--- src/hdl/dba_pkg.sv ---
`default_nettype none

package dba_pkg;

   localparam int CNT_W     = 16;
   localparam int ELAPSED_W = 32;
   localparam int TICK_W    = ELAPSED_W + CNT_W;
   localparam int STEP_W    = 6;
   localparam int CSR_IDX_W = 2;

   localparam logic [STEP_W-1:0] LAST_STEP = STEP_W'(TICK_W - 1);
   localparam logic [CNT_W-1:0]  TICKS_PER_MS_RESET = 16'd750;

   typedef enum logic [CSR_IDX_W-1:0] {
      CSR_TIMER_ENABLE = 2'd0,
      CSR_EVENT_MODE   = 2'd1,
      CSR_TICKS_PER_MS = 2'd2
   } dba_csr_index_type;

   typedef enum logic {
      OP_ADVANCE = 1'b0,
      OP_LOAD    = 1'b1
   } dba_op_type;

   typedef enum logic [2:0] {
      ST_IDLE,
      ST_MUL,
      ST_CMP,
      ST_DIV,
      ST_SETTLE,
      ST_FIN
   } dba_state_type;

   typedef struct packed {
      logic                 operation;
      logic [ELAPSED_W-1:0] delta_ms;
      logic [CNT_W-1:0]     load_value;
   } dba_req_type;

   typedef struct packed {
      logic [CNT_W-1:0] count_now;
      logic             expired;
   } dba_rsp_type;

   typedef struct packed {
      logic capture;
      logic mul;
      logic cmp;
      logic div_step;
      logic settle;
      logic emit;
   } dba_cmd_type;

   typedef struct packed {
      logic need_div;
      logic div_last;
      logic out_free;
   } dba_sts_type;

endpackage

`default_nettype wire

--- src/hdl/dba_ctrl.sv ---
`default_nettype none

module dba_ctrl import dba_pkg::*; (
   input  wire logic        clock,
   input  wire logic        reset,
   input  wire logic        req_valid,
   input  wire logic        req_operation,
   input  wire dba_sts_type sts,
   output dba_cmd_type      cmd,
   output logic             req_stall
);

   dba_state_type state_ff;
   dba_state_type state_in;

   always_ff @(posedge clock) begin
      if (reset) begin
         state_ff <= ST_IDLE;
      end else begin
         state_ff <= state_in;
      end
   end

   // Next state.
   always_comb begin
      state_in = state_ff;
      case (state_ff)
         ST_IDLE: begin
            if (req_valid) begin
               state_in = (req_operation == OP_LOAD) ? ST_FIN : ST_MUL;
            end
         end
         ST_MUL:    state_in = ST_CMP;
         ST_CMP:    state_in = sts.need_div ? ST_DIV : ST_FIN;
         ST_DIV: begin
            if (sts.div_last) begin
               state_in = ST_SETTLE;
            end
         end
         ST_SETTLE: state_in = ST_FIN;
         ST_FIN: begin
            if (sts.out_free) begin
               state_in = ST_IDLE;
            end
         end
         default:   state_in = ST_IDLE;
      endcase
   end

   // Outputs.
   always_comb begin
      cmd       = '0;
      req_stall = 1'b1;
      case (state_ff)
         ST_IDLE: begin
            req_stall   = 1'b0;
            cmd.capture = req_valid;
         end
         ST_MUL:    cmd.mul      = 1'b1;
         ST_CMP:    cmd.cmp      = 1'b1;
         ST_DIV:    cmd.div_step = 1'b1;
         ST_SETTLE: cmd.settle   = 1'b1;
         ST_FIN:    cmd.emit     = sts.out_free;
         default:   cmd          = '0;
      endcase
   end

`ifndef SYNTH
   // A result is only ever written into a free output register.
   a_emit_free: assert property (@(posedge clock) disable iff (reset)
      cmd.emit |-> sts.out_free)
      else $error("result written while output register busy");

   // An accepted advance always goes on to the multiply.
   a_adv_mul: assert property (@(posedge clock) disable iff (reset)
      (state_ff == ST_IDLE && req_valid && req_operation == OP_ADVANCE)
      |=> state_ff == ST_MUL)
      else $error("advance item did not start the multiply");
`endif

endmodule

`default_nettype wire

--- src/hdl/dba_datapath.sv ---
`default_nettype none

module dba_datapath import dba_pkg::*; (
   input  wire logic             clock,
   input  wire logic             reset,
   input  wire dba_cmd_type      cmd,
   input  wire dba_req_type      req_data,
   input  wire logic             timer_enable,
   input  wire logic             event_mode,
   input  wire logic [CNT_W-1:0] ticks_per_ms,
   input  wire logic             rsp_stall,
   output dba_sts_type           sts,
   output logic                  rsp_valid,
   output dba_rsp_type           rsp_data
);

   logic [CNT_W-1:0]     count_ff,   count_in;
   logic [CNT_W-1:0]     reload_ff,  reload_in;
   logic [ELAPSED_W-1:0] elapsed_ff, elapsed_in;
   logic                 active_ff,  active_in;
   logic                 expired_ff, expired_in;
   logic [TICK_W-1:0]    ticks_ff,   ticks_in;
   logic [CNT_W-1:0]     rem_ff,     rem_in;
   logic [STEP_W-1:0]    step_ff,    step_in;
   logic                 rsp_valid_ff, rsp_valid_in;
   dba_rsp_type          rsp_ff,     rsp_in;

   logic                 ticks_lt;
   logic [CNT_W:0]       rem_shift;
   logic [CNT_W:0]       rem_diff;
   logic                 rem_ge;

   assign ticks_lt  = ticks_ff < TICK_W'(count_ff);
   assign rem_shift = {rem_ff, ticks_ff[TICK_W-1]};
   assign rem_diff  = rem_shift - {1'b0, reload_ff};
   assign rem_ge    = rem_shift >= {1'b0, reload_ff};

   assign sts.need_div = active_ff && !ticks_lt && (reload_ff != '0);
   assign sts.div_last = step_ff == LAST_STEP;
   assign sts.out_free = !rsp_valid_ff || !rsp_stall;

   always_comb begin
      count_in     = count_ff;
      reload_in    = reload_ff;
      elapsed_in   = elapsed_ff;
      active_in    = active_ff;
      expired_in   = expired_ff;
      ticks_in     = ticks_ff;
      rem_in       = rem_ff;
      step_in      = step_ff;
      rsp_valid_in = rsp_valid_ff;
      rsp_in       = rsp_ff;

      if (rsp_valid_ff && !rsp_stall) begin
         rsp_valid_in = 1'b0;
      end

      if (cmd.capture) begin
         elapsed_in = req_data.delta_ms;
         expired_in = 1'b0;
         active_in  = timer_enable && !event_mode && (count_ff != '0)
                      && (req_data.delta_ms != '0);
         if (req_data.operation == OP_LOAD) begin
            count_in  = req_data.load_value;
            reload_in = req_data.load_value;
         end
      end

      if (cmd.mul) begin
         ticks_in = elapsed_ff * ticks_per_ms;
      end

      if (cmd.cmp && active_ff) begin
         if (ticks_lt) begin
            count_in = count_ff - ticks_ff[CNT_W-1:0];
         end else begin
            expired_in = 1'b1;
            ticks_in   = ticks_ff - TICK_W'(count_ff);
            rem_in     = '0;
            step_in    = '0;
            if (reload_ff == '0) begin
               count_in = '0;
            end
         end
      end

      // Restoring division, one quotient bit per cycle; only the remainder is kept.
      if (cmd.div_step) begin
         rem_in   = rem_ge ? rem_diff[CNT_W-1:0] : rem_shift[CNT_W-1:0];
         ticks_in = {ticks_ff[TICK_W-2:0], 1'b0};
         step_in  = step_ff + 1'b1;
      end

      if (cmd.settle) begin
         count_in = (rem_ff == '0) ? reload_ff : reload_ff - rem_ff;
      end

      if (cmd.emit) begin
         rsp_valid_in     = 1'b1;
         rsp_in.count_now = count_ff;
         rsp_in.expired   = expired_ff;
      end
   end

   always_ff @(posedge clock) begin
      if (reset) begin
         count_ff     <= '0;
         reload_ff    <= '0;
         rsp_valid_ff <= 1'b0;
      end else begin
         count_ff     <= count_in;
         reload_ff    <= reload_in;
         rsp_valid_ff <= rsp_valid_in;
      end
   end

   always_ff @(posedge clock) begin
      elapsed_ff <= elapsed_in;
      active_ff  <= active_in;
      expired_ff <= expired_in;
      ticks_ff   <= ticks_in;
      rem_ff     <= rem_in;
      step_ff    <= step_in;
      rsp_ff     <= rsp_in;
   end

   assign rsp_valid = rsp_valid_ff;
   assign rsp_data  = rsp_ff;

`ifndef SYNTH
   // The partial remainder always stays below the divisor.
   a_rem_bound: assert property (@(posedge clock) disable iff (reset)
      cmd.div_step |-> rem_ff < reload_ff)
      else $error("partial remainder out of range");

   // Writing a result always leaves it on offer in the next cycle.
   a_emit_valid: assert property (@(posedge clock) disable iff (reset)
      cmd.emit |=> rsp_valid_ff)
      else $error("result not presented after write");
`endif

endmodule

`default_nettype wire

--- src/hdl/decrementer_batch_advance.sv ---
`default_nettype none

// Channel   Direction  Handshake            Payload
// req_      in         req_valid/req_stall  dba_req_type (operation, delta_ms, load_value)
// rsp_      out        rsp_valid/rsp_stall  dba_rsp_type (count_now, expired)
// csr_      in         csr_valid/csr_ready  csr_index, csr_wdata
//
// One item is worked on at a time. A load goes straight to write-out; an advance passes
// through multiply and compare, and one that expires with a nonzero reload value also
// through the bit-serial remainder unit (one of 48 tick bits per cycle) and a settle step.
// Reset is synchronous and active high; it clears the count, the reload value and the
// registers (ticks_per_ms returns to 750). A stalled result waits in the output register
// while the next item is taken in; the block waits only if that item finishes first.

module decrementer_batch_advance import dba_pkg::*; (
   input  wire logic                 clock,
   input  wire logic                 reset,
   input  wire logic                 req_valid,
   output logic                      req_stall,
   input  wire dba_req_type          req_data,
   output logic                      rsp_valid,
   input  wire logic                 rsp_stall,
   output dba_rsp_type               rsp_data,
   input  wire logic                 csr_valid,
   output logic                      csr_ready,
   input  wire logic [CSR_IDX_W-1:0] csr_index,
   input  wire logic [CNT_W-1:0]     csr_wdata
);

   // Configuration registers. Writes are always taken; an unknown index is
   // simply dropped.
   logic             timer_enable_ff, timer_enable_in;
   logic             event_mode_ff,   event_mode_in;
   logic [CNT_W-1:0] ticks_per_ms_ff, ticks_per_ms_in;

   dba_cmd_type cmd;
   dba_sts_type sts;

   assign csr_ready = 1'b1;

   always_comb begin
      timer_enable_in = timer_enable_ff;
      event_mode_in   = event_mode_ff;
      ticks_per_ms_in = ticks_per_ms_ff;
      if (csr_valid && csr_ready) begin
         case (dba_csr_index_type'(csr_index))
            CSR_TIMER_ENABLE: timer_enable_in = csr_wdata[0];
            CSR_EVENT_MODE:   event_mode_in   = csr_wdata[0];
            CSR_TICKS_PER_MS: ticks_per_ms_in = csr_wdata;
            default:          ticks_per_ms_in = ticks_per_ms_ff;
         endcase
      end
   end

   always_ff @(posedge clock) begin
      if (reset) begin
         timer_enable_ff <= 1'b0;
         event_mode_ff   <= 1'b0;
         ticks_per_ms_ff <= TICKS_PER_MS_RESET;
      end else begin
         timer_enable_ff <= timer_enable_in;
         event_mode_ff   <= event_mode_in;
         ticks_per_ms_ff <= ticks_per_ms_in;
      end
   end

   // The controller sequences capture, multiply, compare, remainder, settle and write-out.
   dba_ctrl u_ctrl (
      .clock         (clock),
      .reset         (reset),
      .req_valid     (req_valid),
      .req_operation (req_data.operation),
      .sts           (sts),
      .cmd           (cmd),
      .req_stall     (req_stall)
   );

   // The datapath holds the count, the reload value and the output register.
   dba_datapath u_datapath (
      .clock        (clock),
      .reset        (reset),
      .cmd          (cmd),
      .req_data     (req_data),
      .timer_enable (timer_enable_ff),
      .event_mode   (event_mode_ff),
      .ticks_per_ms (ticks_per_ms_ff),
      .rsp_stall    (rsp_stall),
      .sts          (sts),
      .rsp_valid    (rsp_valid),
      .rsp_data     (rsp_data)
   );

`ifndef SYNTH
   // Once an item is taken, the input side is closed in the next cycle.
   a_one_item: assert property (@(posedge clock) disable iff (reset)
      (req_valid && !req_stall) |=> req_stall)
      else $error("second item accepted while one is in progress");
`endif

endmodule

`default_nettype wire

--- config.mk ---
export PLATFORM = sky130hd
export DESIGN_NAME = decrementer_batch_advance
export DESIGN_NICKNAME = d
export VERILOG_FILES = /design/src/hdl/dba_pkg.sv /design/src/hdl/dba_ctrl.sv /design/src/hdl/dba_datapath.sv /design/src/hdl/decrementer_batch_advance.sv
export SDC_FILE = /design/constraint.sdc
export NUM_CORES = 2
export LEC_CHECK = 0
export BUFFER_PORTS_ARGS = -buffer_cell sky130_fd_sc_hd__buf_4
export CORE_MARGIN = 4
export CORE_UTILIZATION = 37
export DETAILED_ROUTE_END_ITERATION = 16
export GPL_TIMING_DRIVEN = 0
export PLACE_DENSITY = 0.48
export SLEW_MARGIN = 20
export SYNTH_ARGS = -nofsm -noshare
export SYNTH_HDL_FRONTEND = slang
export SYNTH_SLANG_ARGS = --single-unit
--- constraint.sdc ---
create_clock -name clock -period 14.9 [get_ports clock]
set_clock_uncertainty 0.1 [all_clocks]
set_input_delay 0.745 -clock clock [delete_from_list [all_inputs] [get_ports clock]]
set_output_delay 0.745 -clock clock [all_outputs]
set_load 0.05 [all_outputs]
Yosys cells after proc, flatten, opt, wreduce, memory -nomap -nowiden. Index checks and enable logic that the tools add are counted.

Register bits: 175. Bits of input ports: 72. Logic and storage cells: 99.

Add/subtract/negate cells: 5. Multiply operators: 1. Magnitude comparators: 2. Equal/unequal tests: 12. Mux-type cells: 36. Reductions and logical operators: 27.

Operators by type and width (count): 2-to-1 mux 48 bit (4); 2-to-1 mux 16 bit (11); less-than comparator 48 x 16 -> 1 bit (1); multiplier 32 x 16 -> 48 bit (1); subtractor 16 bit (3); subtractor 48 x 16 -> 48 bit (1); zero test 16 bit (2); nonzero test 16 bit (2); nonzero test 32 bit (1); 2-to-1 mux 6 bit (3); case mux 3 bit (6 select lines) (1); greater-or-equal comparator 17 x 16 -> 1 bit (1); 2-to-1 mux 3 bit (5); 2-to-1 mux 1 bit (12); AND reduction 2 bit (5); logical AND 1 bit (7); adder 6 x 1 -> 6 bit (second input constant) (1); == test 3 x 2 -> 1 bit (second input constant) (2); == test 3 bit (second input constant) (2); == test 6 bit (second input constant) (1); inequality test 2 bit (second input constant) (3); zero test 1 bit (4); nonzero test 2 bit (2); == test 3 x 1 -> 1 bit (second input constant) (1); 7 further kinds (7).

Depth between registers and ports, before layout.
Depth after elaboration: 7. Gate-level depth with buffers: 24.

Cells and area by module. A second synthesis with hierarchy kept.

Cell total of the unflattened synthesis: 3204. Area, all modules: 27536.4 um^2.

By module, submodules not included: dba_datapath (instances 1, cells an instance 3093, area an instance 26500.4 um^2); decrementer_batch_advance (instances 1, cells an instance 80, area an instance 795.8 um^2); dba_ctrl (instances 1, cells an instance 31, area an instance 240.2 um^2).

Worst setup path after synthesis. Ideal clock, no wire load.

Path type: register to register. Start point: reg u_datapath.elapsed_ff[7]. End point: reg u_datapath.ticks_ff[38]. Library setup time: 0.122 ns. Arrival: 6.169 ns. Slack: 8.509 ns. Cell stages (with the launch flop): 24. Clock period less this slack: 6.391 ns. Cell sequence: edfxtp_1 > clkbuf_1 > nand2_1 > fa_1 > inv_1 > fa_1 > inv_1 > fa_1 > inv_1 > fa_1 > fa_1 > inv_1 > fa_1 > inv_1 > ha_1 > nand3_1 > or3_1 > o2bb2ai_1 > o21ai_0 > o31a_1 > o21ai_0 > xnor2_1 > o21ai_0 > a221o_1.

Word-level cells in the longest chain between the ends: 5.

RTL lines: start, declared (line dba_datapath.sv:19) `logic [ELAPSED_W-1:0] elapsed_ff, elapsed_in;`; start signal, assigned (line dba_datapath.sv:118) `elapsed_ff <= elapsed_in;`; multiplier 32 x 16 -> 48 bit * (line dba_datapath.sv:70) `ticks_in = elapsed_ff * ticks_per_ms;`; 2-to-1 mux 48 bit * (line dba_datapath.sv:69) `if (cmd.mul) begin`; 2-to-1 mux 48 bit (line dba_datapath.sv:74) `if (ticks_lt) begin`; 2-to-1 mux 48 bit * (line dba_datapath.sv:73) `if (cmd.cmp && active_ff) begin`; 2-to-1 mux 48 bit * (line dba_datapath.sv:88) `if (cmd.div_step) begin`; named net u_datapath.ticks_in[38] (line dba_datapath.sv:22) `logic [TICK_W-1:0] ticks_ff, ticks_in;`; end signal, assigned (line dba_datapath.sv:121) `ticks_ff <= ticks_in;`; end, declared (line dba_datapath.sv:22).

Mark *: on every way through the listed nets, which the timed path passes. The rest lies on a longest branch. A chain may end at the register's enable or synchronous reset.

Worst setup path after layout.
Start point: reg ticks_per_ms_ff[8]. End point: reg u_datapath.ticks_ff[44].

Word-level cells in the longest chain between the ends: 5.

RTL lines: start, declared (line decrementer_batch_advance.sv:34) `logic [CNT_W-1:0] ticks_per_ms_ff, ticks_per_ms_in;`; start signal, assigned (line decrementer_batch_advance.sv:63) `ticks_per_ms_ff <= ticks_per_ms_in;`; multiplier 32 x 16 -> 48 bit * (line dba_datapath.sv:70); 2-to-1 mux 48 bit * (line dba_datapath.sv:69); 2-to-1 mux 48 bit (line dba_datapath.sv:74); 2-to-1 mux 48 bit * (line dba_datapath.sv:73); 2-to-1 mux 48 bit * (line dba_datapath.sv:88); named net u_datapath.ticks_in[44] (line dba_datapath.sv:22).

Marks and branches as above.

==> results_dict.tcl <==
set metrics [dict create \
    antenna_found_initial 1 \
    n_antenna_cell 0 \
    min_period_over_period_pct 55.1 \
    synth_warnings 0 \
    ctsHoldBuffers 0 \
    yosysSeqAreaShare_pct 15.5 \
    groute.usage.overall_pct 23.9 \
    cap_viol_max_count 0 \
    finalHoldViolations 0 \
    cts_buffers 17 \
    die-area_mm2 0.0780 \
    max_slew_margin_pct 28.2 \
    final_cells 4295 \
    cts_root_buffer "clkbuf_16" \
    initial_utilization_pct 37.3 \
    port_buffers 89 \
    routed_wl_um 91800 \
    drtPass1Iterations 6 \
    status "finished, final reports clean" \
    post-place-cells 4263 \
    drv_slew 0 \
    cts_buffer_depth 2 \
    crit_start "ticks_per_ms_ff[8]$_SDFFE_PP0P_" \
    fill_cells 7396 \
    synth.most_common_cell "inv_1" \
    crit_end "u_datapath.ticks_ff[44]$_DFF_P_" \
    via_count 22500 \
    reg2reg_depth 23 \
    wl_per_cell_um 21.4 \
    drtIter0Drc 1622 \
    clock_latency_ps 510 \
    die_y_um 279 \
    cp.required_ps 15200 \
    netlist_top_cells_count "533 x inv_1, 496 x nand2_1, 422 x fa_1, 215 x and2_1, 188 x a21oi_1" \
    layout_min_cycle_time_ps 8200 \
    tightest_slew_ps 1070 \
    syn-cell-area_mm2 0.0272 \
    drc_errors 0 \
    grt_max_degree 36 \
    setup_viol_count_final 0 \
    synth_cell_types 81 \
    grt_setup_unrepaired "false" \
    multi_input_area_mm2 0.0203 \
    cp_max_fo 10 \
    r2r_start "ticks_per_ms_ff[8]$_SDFFE_PP0P_" \
    startpoint_type "flop" \
    synthCells 3214 \
    via_per_inst 5.24 \
    worst_ep_arrival_time_ps 8500 \
    cts_resized 0 \
    ys_seq_elements 175 \
    synth_area_per_cell_um2 8.47 \
    dieWidth_um 279 \
    clk_pin_slew_worst_paths_ps 90 \
    hpwlAfterDp_um 76000 \
    synthTopCellsByArea "fa_1 31%, ha_1 8.4%, edfxtp_1 7.9%" \
    rows 99 \
    ioPinCount 92 \
    r2r_end "u_datapath.ticks_ff[44]$_DFF_P_" \
    cts.sinks 175 \
    yosysTopAreaCellShare_pct 31.0 \
    fin_tns_setup_ps 0 \
    yosysTopAreaCell "fa_1" \
    regArea_mm2 0.00422 \
    nets 4000 \
    synth_edf_count 72 \
    hold_path_class "input pin to flop" \
    antenna_left 0 \
    grt-ovfl-total 0 \
    fmax_ghz 0.122 \
    cp-end-kind "flop" \
    reg2reg_setup_slack_ps 6700 \
    place_congestion 0.906 \
    grt_pass1_wl_um 144000 \
    grt_pass1_vias 23700 \
    path_class "flop to flop" \
    area_growth_pct 9.32 \
    synth_fp_nets 3891 \
    htreeDepth 4 \
    post_cts_buffers 0 \
    cts_tree "yes" \
    synthFlopType "dfxtp_1" \
    drive_gt1_share_pct 5.07 \
    ys_async_sr_fraction_pct 0 \
    core_mm2 0.0730 \
]
state kept, by name, summed over array words and instances (netlist names), 3 cells and up:
register	cells
ticks_per_ms_ff	16
u_ctrl.state_ff	3
u_datapath.count_ff	16
u_datapath.elapsed_ff	32
u_datapath.reload_ff	16
u_datapath.rem_ff	16
u_datapath.rsp_data	17
u_datapath.step_ff	6
u_datapath.ticks_ff	48
through the flow:
| step | area, um2 | util, % | hold WS [ps] | worst slack [ps] |
|---|---|---|---|---|
| 6_report | 29800 | 40.8 | 327 | 6700 |
| 5_1_grt | 29800 | 40.8 | 306 | 6430 |
| 4_1_cts | 29800 | 40.8 | 293 | 6740 |
| 3_5_place_dp | 29100 | 39.9 | 316 | 6810 |
| 3_3_place_gp | 29100 | 39.9 | 317 | 6750 |
| 2_1_floorplan | 27200 | - | 308 | 8510 |
layout make-up:
cell class	count	share of cell area, %
Buffer	168	2.26
Clock buffer	17	1.43
Clock inverter	15	0.727
Inverter	534	6.73
Multi-Input combinational cell	2337	68.3
Sequential cell	175	14.2
Tap cell	959	4.03
Timing Repair Buffer	90	2.28
layer usage:
layer | up-vias | global-route usage, % | share of wire (%)
met2 | 573 | 40.7 | 48
met3 | 110 | 2.91 | 4.3
met4 | 0 | 6.95 | 2.9
met5 | - | 0 | 0
li1 | 10600 | - | -
met1 | 11300 | 32.0 | 44
how the worst min path moves through the flow:
stage                                              from                             endpoint  slack, ps  cells after the start
after floorplan           u_datapath.expired_ff$_DFF_P_     u_datapath.rsp_data[0]$_DFFE_PP_        310                      0
after global placement    u_datapath.expired_ff$_DFF_P_     u_datapath.rsp_data[0]$_DFFE_PP_        320                      0
after detailed placement  u_datapath.expired_ff$_DFF_P_     u_datapath.rsp_data[0]$_DFFE_PP_        320                      0
after CTS                                  req_data[44]  u_datapath.elapsed_ff[28]$_DFFE_PP_        290                      1
after global routing                       req_data[43]  u_datapath.elapsed_ff[27]$_DFFE_PP_        310                      1
final                                      req_data[30]  u_datapath.elapsed_ff[14]$_DFFE_PP_        330                      1
critical path, stage by stage, from the launching register on:
cell	delay, ps
dfxtp_1	610
clkbuf_1	790
nand2_1	170
fa_1	550
inv_1	50
fa_1	500
inv_1	60
fa_1	530
inv_1	60
fa_1	450
fa_1	540
inv_1	70
fa_1	480
inv_1	50
ha_1	370
nand3_1	240
or3_1	420
o2bb2ai_1	450
o2111ai_1	280
a31oi_1	410
a21oi_1	190
a21oi_1	230
xnor2_1	130
a2111oi_2	370
cell families (layout without fill, tap and decap cells):
group | after synthesis | count (layout) | synth area share [%]
flip-flops | 175 | 175 | 15.5
adder cells (fa/ha/maj) | 605 | 605 | 39.4
AO/OA/AOI/OAI | 547 | 547 | 12.8
buffers and inverters | 702 | 824 | 9.83
XOR/XNOR | 82 | 82 | 2.64
multiplexers | 13 | 13 | 0.492
other | 1 | 1 | 0.0138
AND/OR/NAND/NOR | 1089 | 1089 | 19.3
placed cells by master, fill, tap and decap left out, drive strengths merged, types with 52 or more instances in the layout:
cell / netlist / layout
nor2: 110 / 110
o21ai: 101 / 101
nor3: 61 / 61
nand2: 497 / 497
dfxtp: 103 / 103
a21oi: 188 / 188
edfxtp: 72 / 72
buf: 16 / 106
and2: 215 / 215
fa: 422 / 422
xnor2: 52 / 52
clkbuf: 152 / 169
ha: 183 / 183
inv: 533 / 541
Power is left out: the tool's default activity adds up to more than one toggle a clock period on the data nets, which glitch-free logic cannot reach.
